<file path="src/sv/fcr_pkg.sv">
// Package for the framed command receiver.
// Holds frame constants, event codes and the record passed from parser to executor.
// No dependencies.
`default_nettype none

package fcr_pkg;

  // Largest frame in bytes: start, command, length, payload, checksum.
  localparam int unsigned MAX_FRAME_BYTES = 24;
  localparam int unsigned HDR_BYTES       = 4;
  localparam int unsigned POS_W           = $clog2(MAX_FRAME_BYTES + 1);
  localparam int unsigned LEN_W           = 5;
  localparam int unsigned QUEUE_DEPTH     = 2;
  localparam int unsigned QPTR_W          = (QUEUE_DEPTH > 1) ? $clog2(QUEUE_DEPTH) : 1;
  localparam int unsigned QCNT_W          = $clog2(QUEUE_DEPTH + 1);

  localparam logic [7:0] START_BYTE = 8'hAA;
  localparam logic [7:0] CMD_MOVE   = 8'h01;
  localparam logic [7:0] CMD_HALT   = 8'h02;

  localparam logic [15:0] UPPER_RESET = 16'sd1500;
  localparam logic [15:0] LOWER_RESET = -16'sd1500;

  typedef logic [0:0] cfg_idx_t;
  localparam cfg_idx_t CFG_UPPER = 1'b0;
  localparam cfg_idx_t CFG_LOWER = 1'b1;

  typedef enum logic [2:0] {
    EV_MOVE    = 3'd0,
    EV_STOP    = 3'd1,
    EV_UNKNOWN = 3'd2,
    EV_SHORT   = 3'd3,
    EV_BADSUM  = 3'd4
  } event_e;

  // One completed frame as seen by the parser.
  typedef struct packed {
    logic             bad_sum;
    logic [7:0]       cmd;
    logic [LEN_W-1:0] len;
    logic [15:0]      first_two;
  } frame_rec_t;

endpackage

`default_nettype wire

</file>
<file path="src/sv/fcr_ifs.sv">
// Valid/ready channel interfaces for received bytes and frame events.
// Depends on fcr_pkg.
`default_nettype none

interface fcr_byte_if;
  logic       valid;
  logic       ready;
  logic [7:0] rx_byte;

  modport source (output valid, output rx_byte, input ready);
  modport sink   (input valid, input rx_byte, output ready);
endinterface

interface fcr_event_if;
  logic                     valid;
  logic                     ready;
  logic [2:0]               event_res;
  logic [7:0]               command_code;
  logic [fcr_pkg::LEN_W-1:0] payload_length;
  logic signed [15:0]       target_tenths;

  modport source (output valid, output event_res, output command_code,
                  output payload_length, output target_tenths, input ready);
  modport sink   (input valid, input event_res, input command_code,
                  input payload_length, input target_tenths, output ready);
endinterface

`default_nettype wire

</file>
<file path="src/sv/framed_command_receiver.sv">
// Top level of the framed command receiver: limit registers, parser, queue, executor.
// Depends on fcr_pkg, fcr_ifs, fcr_front, fcr_queue and fcr_back.
`default_nettype none

// Takes one serial byte per request on in_ch and assembles frames of the form
// 0xAA, command, length N, N payload bytes, XOR checksum. Every frame that
// reaches its checksum byte gives exactly one request on out_ch: bad checksum,
// move (target clamped to the limit registers), stop, unknown command, or move
// with a payload under two bytes. Idle noise and frames whose length would
// exceed 24 bytes give nothing. The block takes one byte per clock while the
// record queue is not full; the parser's running XOR and position counter are
// the per-byte loop. A result reaches out_ch through the record queue and then
// the output register, and a two-entry record queue plus the output register
// absorb consumer stalls, so in_ch only holds ready low when both queue entries
// are occupied. Write the limit registers (index 0 upper, 1 lower, signed
// tenths of a degree) while idle.

module framed_command_receiver (
  input  wire logic              clk_i,
  input  wire logic              rst_ni,
  fcr_byte_if.sink               in_ch,
  fcr_event_if.source            out_ch,
  input  wire logic              cfg_we_i,
  input  fcr_pkg::cfg_idx_t      cfg_idx_i,
  input  wire logic [15:0]       cfg_data_i
);
  import fcr_pkg::*;

  logic [15:0] upper_q;
  logic [15:0] lower_q;

  logic       push;
  frame_rec_t rec_in;
  frame_rec_t rec_out;
  logic       q_nonempty;
  logic       q_full;
  logic       pop;

  // Limit registers: hold until written.
  always_ff @(posedge clk_i or negedge rst_ni) begin
    if (!rst_ni) begin
      upper_q <= UPPER_RESET;
      lower_q <= LOWER_RESET;
    end else if (cfg_we_i) begin
      if (cfg_idx_i == CFG_UPPER) upper_q <= cfg_data_i;
      if (cfg_idx_i == CFG_LOWER) lower_q <= cfg_data_i;
    end
  end

  // Front: classify bytes, push one record per completed frame.
  fcr_front u_front (
    .clk_i  (clk_i),
    .rst_ni (rst_ni),
    .in_ch  (in_ch),
    .full_i (q_full),
    .push_o (push),
    .rec_o  (rec_in)
  );

  // Decouple parser from the consumer.
  fcr_queue u_queue (
    .clk_i      (clk_i),
    .rst_ni     (rst_ni),
    .push_i     (push),
    .rec_i      (rec_in),
    .pop_i      (pop),
    .rec_o      (rec_out),
    .nonempty_o (q_nonempty),
    .full_o     (q_full)
  );

  // Back: decode, clamp, drive the result register.
  fcr_back u_back (
    .clk_i   (clk_i),
    .rst_ni  (rst_ni),
    .rec_i   (rec_out),
    .avail_i (q_nonempty),
    .pop_o   (pop),
    .upper_i (upper_q),
    .lower_i (lower_q),
    .out_ch  (out_ch)
  );

endmodule

`default_nettype wire

</file>
<file path="src/sv/fcr_front.sv">
// Byte parser: tracks frame position and running XOR, emits one record per completed frame.
// Depends on fcr_pkg and fcr_ifs.
`default_nettype none

module fcr_front (
  input  wire logic         clk_i,
  input  wire logic         rst_ni,
  fcr_byte_if.sink          in_ch,
  input  wire logic         full_i,
  output logic              push_o,
  output fcr_pkg::frame_rec_t rec_o
);
  import fcr_pkg::*;

  logic [POS_W-1:0] pos_q, pos_d;
  logic [POS_W-1:0] total_q, total_d;
  logic [7:0]       cmd_q, cmd_d;
  logic [LEN_W-1:0] len_q, len_d;
  logic [7:0]       xor_q, xor_d;
  logic [15:0]      p2_q, p2_d;

  logic       take;
  logic [7:0] b;
  logic       too_long;
  logic       last_byte;

  assign in_ch.ready = !full_i;
  assign take        = in_ch.valid && in_ch.ready;
  assign b           = in_ch.rx_byte;

  assign too_long  = ({1'b0, b} + 9'(HDR_BYTES)) > 9'(MAX_FRAME_BYTES);
  assign last_byte = ({1'b0, pos_q} + (POS_W+1)'(1)) >= {1'b0, total_q};

  always_comb begin
    pos_d   = pos_q;
    total_d = total_q;
    cmd_d   = cmd_q;
    len_d   = len_q;
    xor_d   = xor_q;
    p2_d    = p2_q;
    push_o  = 1'b0;
    if (take) begin
      priority if (pos_q == POS_W'(0)) begin
        if (b == START_BYTE) begin
          xor_d = b;
          pos_d = POS_W'(1);
        end
      end else if (pos_q == POS_W'(1)) begin
        cmd_d = b;
        xor_d = xor_q ^ b;
        pos_d = POS_W'(2);
      end else if (pos_q == POS_W'(2)) begin
        if (too_long) begin
          // drop the frame without a report
          pos_d = '0;
        end else begin
          len_d   = b[LEN_W-1:0];
          total_d = POS_W'(b) + POS_W'(HDR_BYTES);
          xor_d   = xor_q ^ b;
          p2_d    = '0;
          pos_d   = POS_W'(3);
        end
      end else if (last_byte) begin
        push_o = 1'b1;
        pos_d  = '0;
      end else begin
        if (pos_q == POS_W'(3)) p2_d[15:8] = b;
        if (pos_q == POS_W'(4)) p2_d[7:0]  = b;
        xor_d = xor_q ^ b;
        pos_d = pos_q + POS_W'(1);
      end
    end
  end

  always_comb begin
    rec_o.bad_sum   = (xor_q != b);
    rec_o.cmd       = cmd_q;
    rec_o.len       = len_q;
    rec_o.first_two = p2_q;
  end

  always_ff @(posedge clk_i or negedge rst_ni) begin
    if (!rst_ni) begin
      pos_q <= '0;
    end else begin
      pos_q <= pos_d;
    end
  end

  always_ff @(posedge clk_i) begin
    total_q <= total_d;
    cmd_q   <= cmd_d;
    len_q   <= len_d;
    xor_q   <= xor_d;
    p2_q    <= p2_d;
  end

endmodule

`default_nettype wire

</file>
<file path="src/sv/fcr_queue.sv">
// Short FIFO of frame records between the parser and the executor.
// Depends on fcr_pkg.
`default_nettype none

module fcr_queue (
  input  wire logic           clk_i,
  input  wire logic           rst_ni,
  input  wire logic           push_i,
  input  fcr_pkg::frame_rec_t rec_i,
  input  wire logic           pop_i,
  output fcr_pkg::frame_rec_t rec_o,
  output logic                nonempty_o,
  output logic                full_o
);
  import fcr_pkg::*;

  frame_rec_t        slot_q [QUEUE_DEPTH];
  logic [QPTR_W-1:0] wr_q, wr_d;
  logic [QPTR_W-1:0] rd_q, rd_d;
  logic [QCNT_W-1:0] cnt_q, cnt_d;
  logic              do_push, do_pop;

  assign full_o     = (cnt_q == QCNT_W'(QUEUE_DEPTH));
  assign nonempty_o = (cnt_q != '0);
  assign do_push    = push_i && !full_o;
  assign do_pop     = pop_i && nonempty_o;
  assign rec_o      = slot_q[rd_q];

  always_comb begin
    wr_d  = wr_q;
    rd_d  = rd_q;
    cnt_d = cnt_q;
    if (do_push) begin
      wr_d = (wr_q == QPTR_W'(QUEUE_DEPTH - 1)) ? '0 : wr_q + QPTR_W'(1);
    end
    if (do_pop) begin
      rd_d = (rd_q == QPTR_W'(QUEUE_DEPTH - 1)) ? '0 : rd_q + QPTR_W'(1);
    end
    if (do_push && !do_pop) cnt_d = cnt_q + QCNT_W'(1);
    if (do_pop && !do_push) cnt_d = cnt_q - QCNT_W'(1);
  end

  always_ff @(posedge clk_i or negedge rst_ni) begin
    if (!rst_ni) begin
      wr_q  <= '0;
      rd_q  <= '0;
      cnt_q <= '0;
    end else begin
      wr_q  <= wr_d;
      rd_q  <= rd_d;
      cnt_q <= cnt_d;
    end
  end

  always_ff @(posedge clk_i) begin
    if (do_push) slot_q[wr_q] <= rec_i;
  end

endmodule

`default_nettype wire

</file>
<file path="src/sv/fcr_back.sv">
// Executor: decodes a frame record, clamps the move target, drives the event register.
// Depends on fcr_pkg and fcr_ifs.
`default_nettype none

module fcr_back (
  input  wire logic           clk_i,
  input  wire logic           rst_ni,
  input  fcr_pkg::frame_rec_t rec_i,
  input  wire logic           avail_i,
  output logic                pop_o,
  input  wire logic [15:0]    upper_i,
  input  wire logic [15:0]    lower_i,
  fcr_event_if.source         out_ch
);
  import fcr_pkg::*;

  logic               valid_q;
  event_e             ev_q, ev_d;
  logic [7:0]         cmd_q;
  logic [LEN_W-1:0]   len_q;
  logic signed [15:0] tgt_q, tgt_d;
  logic signed [15:0] t_hi;
  logic               load;

  assign load  = avail_i && (!valid_q || out_ch.ready);
  assign pop_o = load;

  // Clamp down to the upper limit first, then up to the lower limit.
  always_comb begin
    t_hi = ($signed(rec_i.first_two) > $signed(upper_i)) ? $signed(upper_i)
                                                        : $signed(rec_i.first_two);
    if (t_hi < $signed(lower_i)) t_hi = $signed(lower_i);
  end

  always_comb begin
    tgt_d = '0;
    priority if (rec_i.bad_sum) begin
      ev_d = EV_BADSUM;
    end else if (rec_i.cmd == CMD_MOVE) begin
      if (rec_i.len < LEN_W'(2)) begin
        ev_d = EV_SHORT;
      end else begin
        ev_d  = EV_MOVE;
        tgt_d = t_hi;
      end
    end else if (rec_i.cmd == CMD_HALT) begin
      ev_d = EV_STOP;
    end else begin
      ev_d = EV_UNKNOWN;
    end
  end

  always_ff @(posedge clk_i or negedge rst_ni) begin
    if (!rst_ni) begin
      valid_q <= 1'b0;
    end else if (load) begin
      valid_q <= 1'b1;
    end else if (out_ch.ready) begin
      valid_q <= 1'b0;
    end
  end

  always_ff @(posedge clk_i) begin
    if (load) begin
      ev_q  <= ev_d;
      cmd_q <= rec_i.cmd;
      len_q <= rec_i.len;
      tgt_q <= tgt_d;
    end
  end

  assign out_ch.valid          = valid_q;
  assign out_ch.event_res      = ev_q;
  assign out_ch.command_code   = cmd_q;
  assign out_ch.payload_length = len_q;
  assign out_ch.target_tenths  = tgt_q;

endmodule

`default_nettype wire

</file>
<file path="src/flat_wrapper.sv">
// flat-port wrapper written by rule: the top's interface ports become plain ports
module framed_command_receiver_flat import fcr_pkg::*;
  (clk_i, rst_ni, cfg_we_i, cfg_idx_i, cfg_data_i, in_ch_valid, in_ch_rx_byte, in_ch_ready, out_ch_valid, out_ch_event_res, out_ch_command_code, out_ch_payload_length, out_ch_target_tenths, out_ch_ready);
  fcr_byte_if in_ch_i ();
  fcr_event_if out_ch_i ();
  input  wire logic clk_i;
  input  wire logic rst_ni;
  input  wire logic cfg_we_i;
  input  fcr_pkg::cfg_idx_t cfg_idx_i;
  input  wire logic [15:0] cfg_data_i;
  input wire logic [$bits(in_ch_i.valid)-1:0] in_ch_valid;
  input wire logic [$bits(in_ch_i.rx_byte)-1:0] in_ch_rx_byte;
  output wire logic [$bits(in_ch_i.ready)-1:0] in_ch_ready;
  output wire logic [$bits(out_ch_i.valid)-1:0] out_ch_valid;
  output wire logic [$bits(out_ch_i.event_res)-1:0] out_ch_event_res;
  output wire logic [$bits(out_ch_i.command_code)-1:0] out_ch_command_code;
  output wire logic [$bits(out_ch_i.payload_length)-1:0] out_ch_payload_length;
  output wire logic [$bits(out_ch_i.target_tenths)-1:0] out_ch_target_tenths;
  input wire logic [$bits(out_ch_i.ready)-1:0] out_ch_ready;
  assign in_ch_i.valid = in_ch_valid;
  assign in_ch_i.rx_byte = in_ch_rx_byte;
  assign in_ch_ready = in_ch_i.ready;
  assign out_ch_valid = out_ch_i.valid;
  assign out_ch_event_res = out_ch_i.event_res;
  assign out_ch_command_code = out_ch_i.command_code;
  assign out_ch_payload_length = out_ch_i.payload_length;
  assign out_ch_target_tenths = out_ch_i.target_tenths;
  assign out_ch_i.ready = out_ch_ready;
  framed_command_receiver u_core (.clk_i(clk_i), .rst_ni(rst_ni), .in_ch(in_ch_i), .out_ch(out_ch_i), .cfg_we_i(cfg_we_i), .cfg_idx_i(cfg_idx_i), .cfg_data_i(cfg_data_i));
endmodule
</file>
<file path="config.mk">
export PLATFORM = sky130hd
export DESIGN_NAME = framed_command_receiver_flat
export DESIGN_NICKNAME = d
export VERILOG_FILES = /design/src/sv/fcr_pkg.sv /design/src/sv/fcr_ifs.sv /design/src/sv/framed_command_receiver.sv /design/src/sv/fcr_front.sv /design/src/sv/fcr_queue.sv /design/src/sv/fcr_back.sv /design/src/flat_wrapper.sv
export SDC_FILE = /design/constraint.sdc
export NUM_CORES = 1
export LEC_CHECK = 0
export BUFFER_PORTS_ARGS = -buffer_cell sky130_fd_sc_hd__buf_2
export CORE_AREA = 2 2 124 126
export CTS_BUF_LIST = sky130_fd_sc_hd__clkbuf_8
export DETAILED_ROUTE_END_ITERATION = 7
export DIE_AREA = 0 0 126 128
export PLACE_DENSITY = 0.85
export SETUP_SLACK_MARGIN = 0.05
export SLEW_MARGIN = 20
export SYNTH_ARGS = -nofsm -noshare
export SYNTH_HDL_FRONTEND = slang
export SYNTH_SLANG_ARGS = --single-unit
</file>
<file path="constraint.sdc">
create_clock -name clk_i -period 6.4 [get_ports clk_i]
set_input_delay 1.28 -clock clk_i [delete_from_list [all_inputs] [get_ports clk_i]]
set_output_delay 1.28 -clock clk_i [all_outputs]
set_load 0.02 [all_outputs]
</file>
==> reports/metrics.yaml <==
floorplanning:
  start_util: 0.537
  die_x_um: 126
  core_area_mm2: 0.0149
  die-area_mm2: 0.0161
  num_rows: 45
  num_io_pins: 64
  die_y_um: 128
critical_path:
  crit_path_cell_trace: "buf_4 > mux2_2 > ha_1 > nand2_1 > nor4_2 > o21ai_1 > and2_4 > a211oi_2 > buf_4 > mux2_2 > ha_1 > a21o_1 > a221oi_1 > o21ai_0 > o2bb2ai_1 > nor2_1 > a31oi_4 > mux2_2 > nor2_1"
  path_max_fanout: 16
  path_buf_inv: 2
  worst-path-stages: 19
  cpMostUsedCell: "mux2_2"
  reg2reg_from: "u_core.u_queue.rd_q"
  r2r-end: "u_core.u_back.out_ch.target_tenths[0]"
  end_kind: "register"
  crit_path_max_incr_delay_ns: 0.61
  regToRegSetupSlack_ns: 0.64
  worstSetupStartpointType: "register"
  cp.arrival_ns: 6.05
  crit_slowest_cell: "a31oi_4"
  critical_path_class: "register to register"
  crit_family: "compound AO/OA/AOI/OAI gates"
  worst-endpoint-required_ns: 6.69
  crit_start: "u_core.u_queue.rd_q"
  critPathCapture: "u_core.u_back.out_ch.target_tenths[0]"
  reg2reg_depth: 19
finish:
  design_area_mm2: 0.00895
  mostFrequentLayoutCell: "edfxtp_1"
  final_cell_mix: "edfxtp_1, buf_2, mux2_2, inv_1, ha_1"
  layout-drive-gt1-share: 0.281
  nets: 731
  fill_cells: 1146
  n_antenna_cell: 0
  area_growth_pct: 12.2
power:
  p_leak_uw: 0.00363
  finalPower_uw: 3790
  power.density_mw_per_mm2: 423
  peakVddDrop_mv: 0.276
clock_tree:
  cts_tree: "done"
  clk_pin_slew_ns: 0.09
  hold_buffers: 0
  clockBufferDepth: 2
  clock_sinks: 174
  clk_latency_ns: 0.45
  ctsResizeCount: 0
  numCtsBuffers: 17
  clockRootBuffer: "clkbuf_8"
  cts_setup_buffers: 0
  h-tree-depth: 4
detailed_routing:
  routed_wl_mm: 15.2
  ant_nets: 0
  dr.pass1.iters: 5
  drc: 0
  vias_per_cell: 5.57
  drt_iter0_markers: 291
  via_count: 4771
  wl_per_cell_um: 17.7
outcome:
  outcome: "finished, final reports clean"
grt:
  grt_pass1_wl_mm: 24.7
  grt_overflow: 0
  grt_pass1_vias: 4939
  track_usage: 0.198
  grt_max_degree: 43
  antenna_found_initial: 0
timing:
  fin_setup_tns_ns: 0
  slew_headroom: 0.342
  post-route-period-util: 0.900
  slew_violations: 0
  setup_viol: 0
  final-hold-violation-count: 0
  max_freq_ghz: 0.174
  max_slew.worst_pin.slew_ns: 0.987
  rsz0062_at_grt: "false"
  clock_skew_ns: 0.0144
  fin_crit_ns: 5.76
logic_synthesis:
  syn_area_mm2: 0.00798
  yosysSeqAreaShare: 0.630
  ys_warn_count: 0
  synth-edff-count: 132
  ys_async_sr_fraction: 0.241
  yosys.cell_types.count: 55
  syn-num-nets: 654
  syn_avg_cell_area_um2: 13.8
  ys_ff_latch: 174
  synth_ff_type: "edfxtp_1"
  synth_cells: 580
placed_design:
  dp_hpwl_mm: 11.0
  place_area_mm2: 0.00853
  place_congestion: 0.957
  io_buffer_count: 63
min_path:
  hp-class: "register to register"
flow_run:
  drv_cap: 0
-- cell families after synthesis --
logic type | after synthesis | synth area share
flip-flops | 174 | 0.630
AND/OR/NAND/NOR | 126 | 0.0776
multiplexers | 79 | 0.109
AO/OA/AOI/OAI | 67 | 0.0541
buffers and inverters | 65 | 0.0328
adder cells (fa/ha/maj) | 44 | 0.0690
XOR/XNOR | 25 | 0.0274
-- flip-flops by register name, indices dropped and copies added, names as in the netlist --
name                                 count
u_core.u_queue.cnt_q                     2
u_core.u_front.xor_q                     8
u_core.u_front.pos_q                     5
u_core.u_back.out_ch.valid               1
u_core.u_front.total_q                   5
u_core.u_back.out_ch.target_tenths      16
u_core.u_front.cmd_q                     8
u_core.u_back.out_ch.payload_length      5
u_core.u_back.out_ch.command_code        8
u_core.u_front.p2_q                     16
u_core.u_queue.rd_q                      1
u_core.lower_q                          16
u_core.u_back.out_ch.event_res           3
u_core.u_front.len_q                     3
u_core.u_queue.slot_q                   60
u_core.u_queue.wr_q                      1
u_core.upper_q                          16
-- cell type report --
type / count / area, um^2 / share of cell area
Timing Repair Buffer: 71 / 395 / 0.0442
Clock buffer: 17 / 234 / 0.0261
Sequential cell: 174 / 5030 / 0.562
Inverter: 52 / 195 / 0.0218
Clock inverter: 14 / 159 / 0.0177
Tap cell: 188 / 235 / 0.0263
Multi-Input combinational cell: 341 / 2700 / 0.302
-- per-stage QoR --
stage / worst slack [ns] / utilization / hold slack (ns) / cells
after global placement: 0.897 / 0.574 / 0.423 / 825
after CTS: 0.665 / 0.601 / 0.452 / 856
after global routing: 0.255 / 0.602 / 0.471 / 857
after detailed placement: 0.706 / 0.574 / 0.430 / 825
after floorplan: 0.749 / - / 0.421 / 580
final: 0.638 / 0.602 / 0.453 / 857
-- worst min path at each step --
stage,depth (start not counted),slack [ns],end,startpoint
after global routing,0,0.47,u_core.u_queue.slot_q[1][4],u_core.u_front.p2_q[4]
after CTS,0,0.45,u_core.u_queue.slot_q[1][19],u_core.u_front.len_q[3]
final,0,0.45,u_core.u_queue.slot_q[1][19],u_core.u_front.len_q[3]
after detailed placement,0,0.43,u_core.u_queue.slot_q[1][19],u_core.u_front.len_q[3]
after floorplan,0,0.42,u_core.u_queue.slot_q[0][0],u_core.u_front.p2_q[0]
after global placement,0,0.42,u_core.u_queue.slot_q[0][20],u_core.u_front.len_q[4]
-- synthesized netlist by cell type, types with 3 or more instances --
cell	instances	area share
and2_1	9	0.0071
nor4_1	4	0.0031
edfxtp_1	132	0.50
a21o_1	6	0.0056
nand3_1	5	0.0031
dfstp_2	15	0.049
and3_1	3	0.0024
ha_1	44	0.069
nor2_1	30	0.014
nand2_1	43	0.020
a21oi_1	17	0.011
inv_1	52	0.024
xor2_1	13	0.014
or2_2	5	0.0039
a31oi_1	3	0.0024
mux2i_1	17	0.021
mux2_2	60	0.085
clkbuf_1	8	0.0038
dfrtp_1	27	0.085
o21ai_0	24	0.015
xnor2_1	12	0.013
nand4_1	3	0.0024
nor3_1	6	0.0038
nand2b_1	6	0.0047
-- where the power goes --
group          switching, uW  internal [uW]
Clock                    399            353
Combinational            811            599
Sequential               117           1510
Total                   1330           2460
-- per-layer routing --
layer  up-vias  part of all wire  track usage
li1       2247                 -            -
met3        31             0.044       0.0430
met5         -                 0            0
met4         0             0.026       0.0795
met2       136              0.51        0.341
met1      2357              0.42        0.245
No activity file was read; power rests on OpenSTA's default activity.
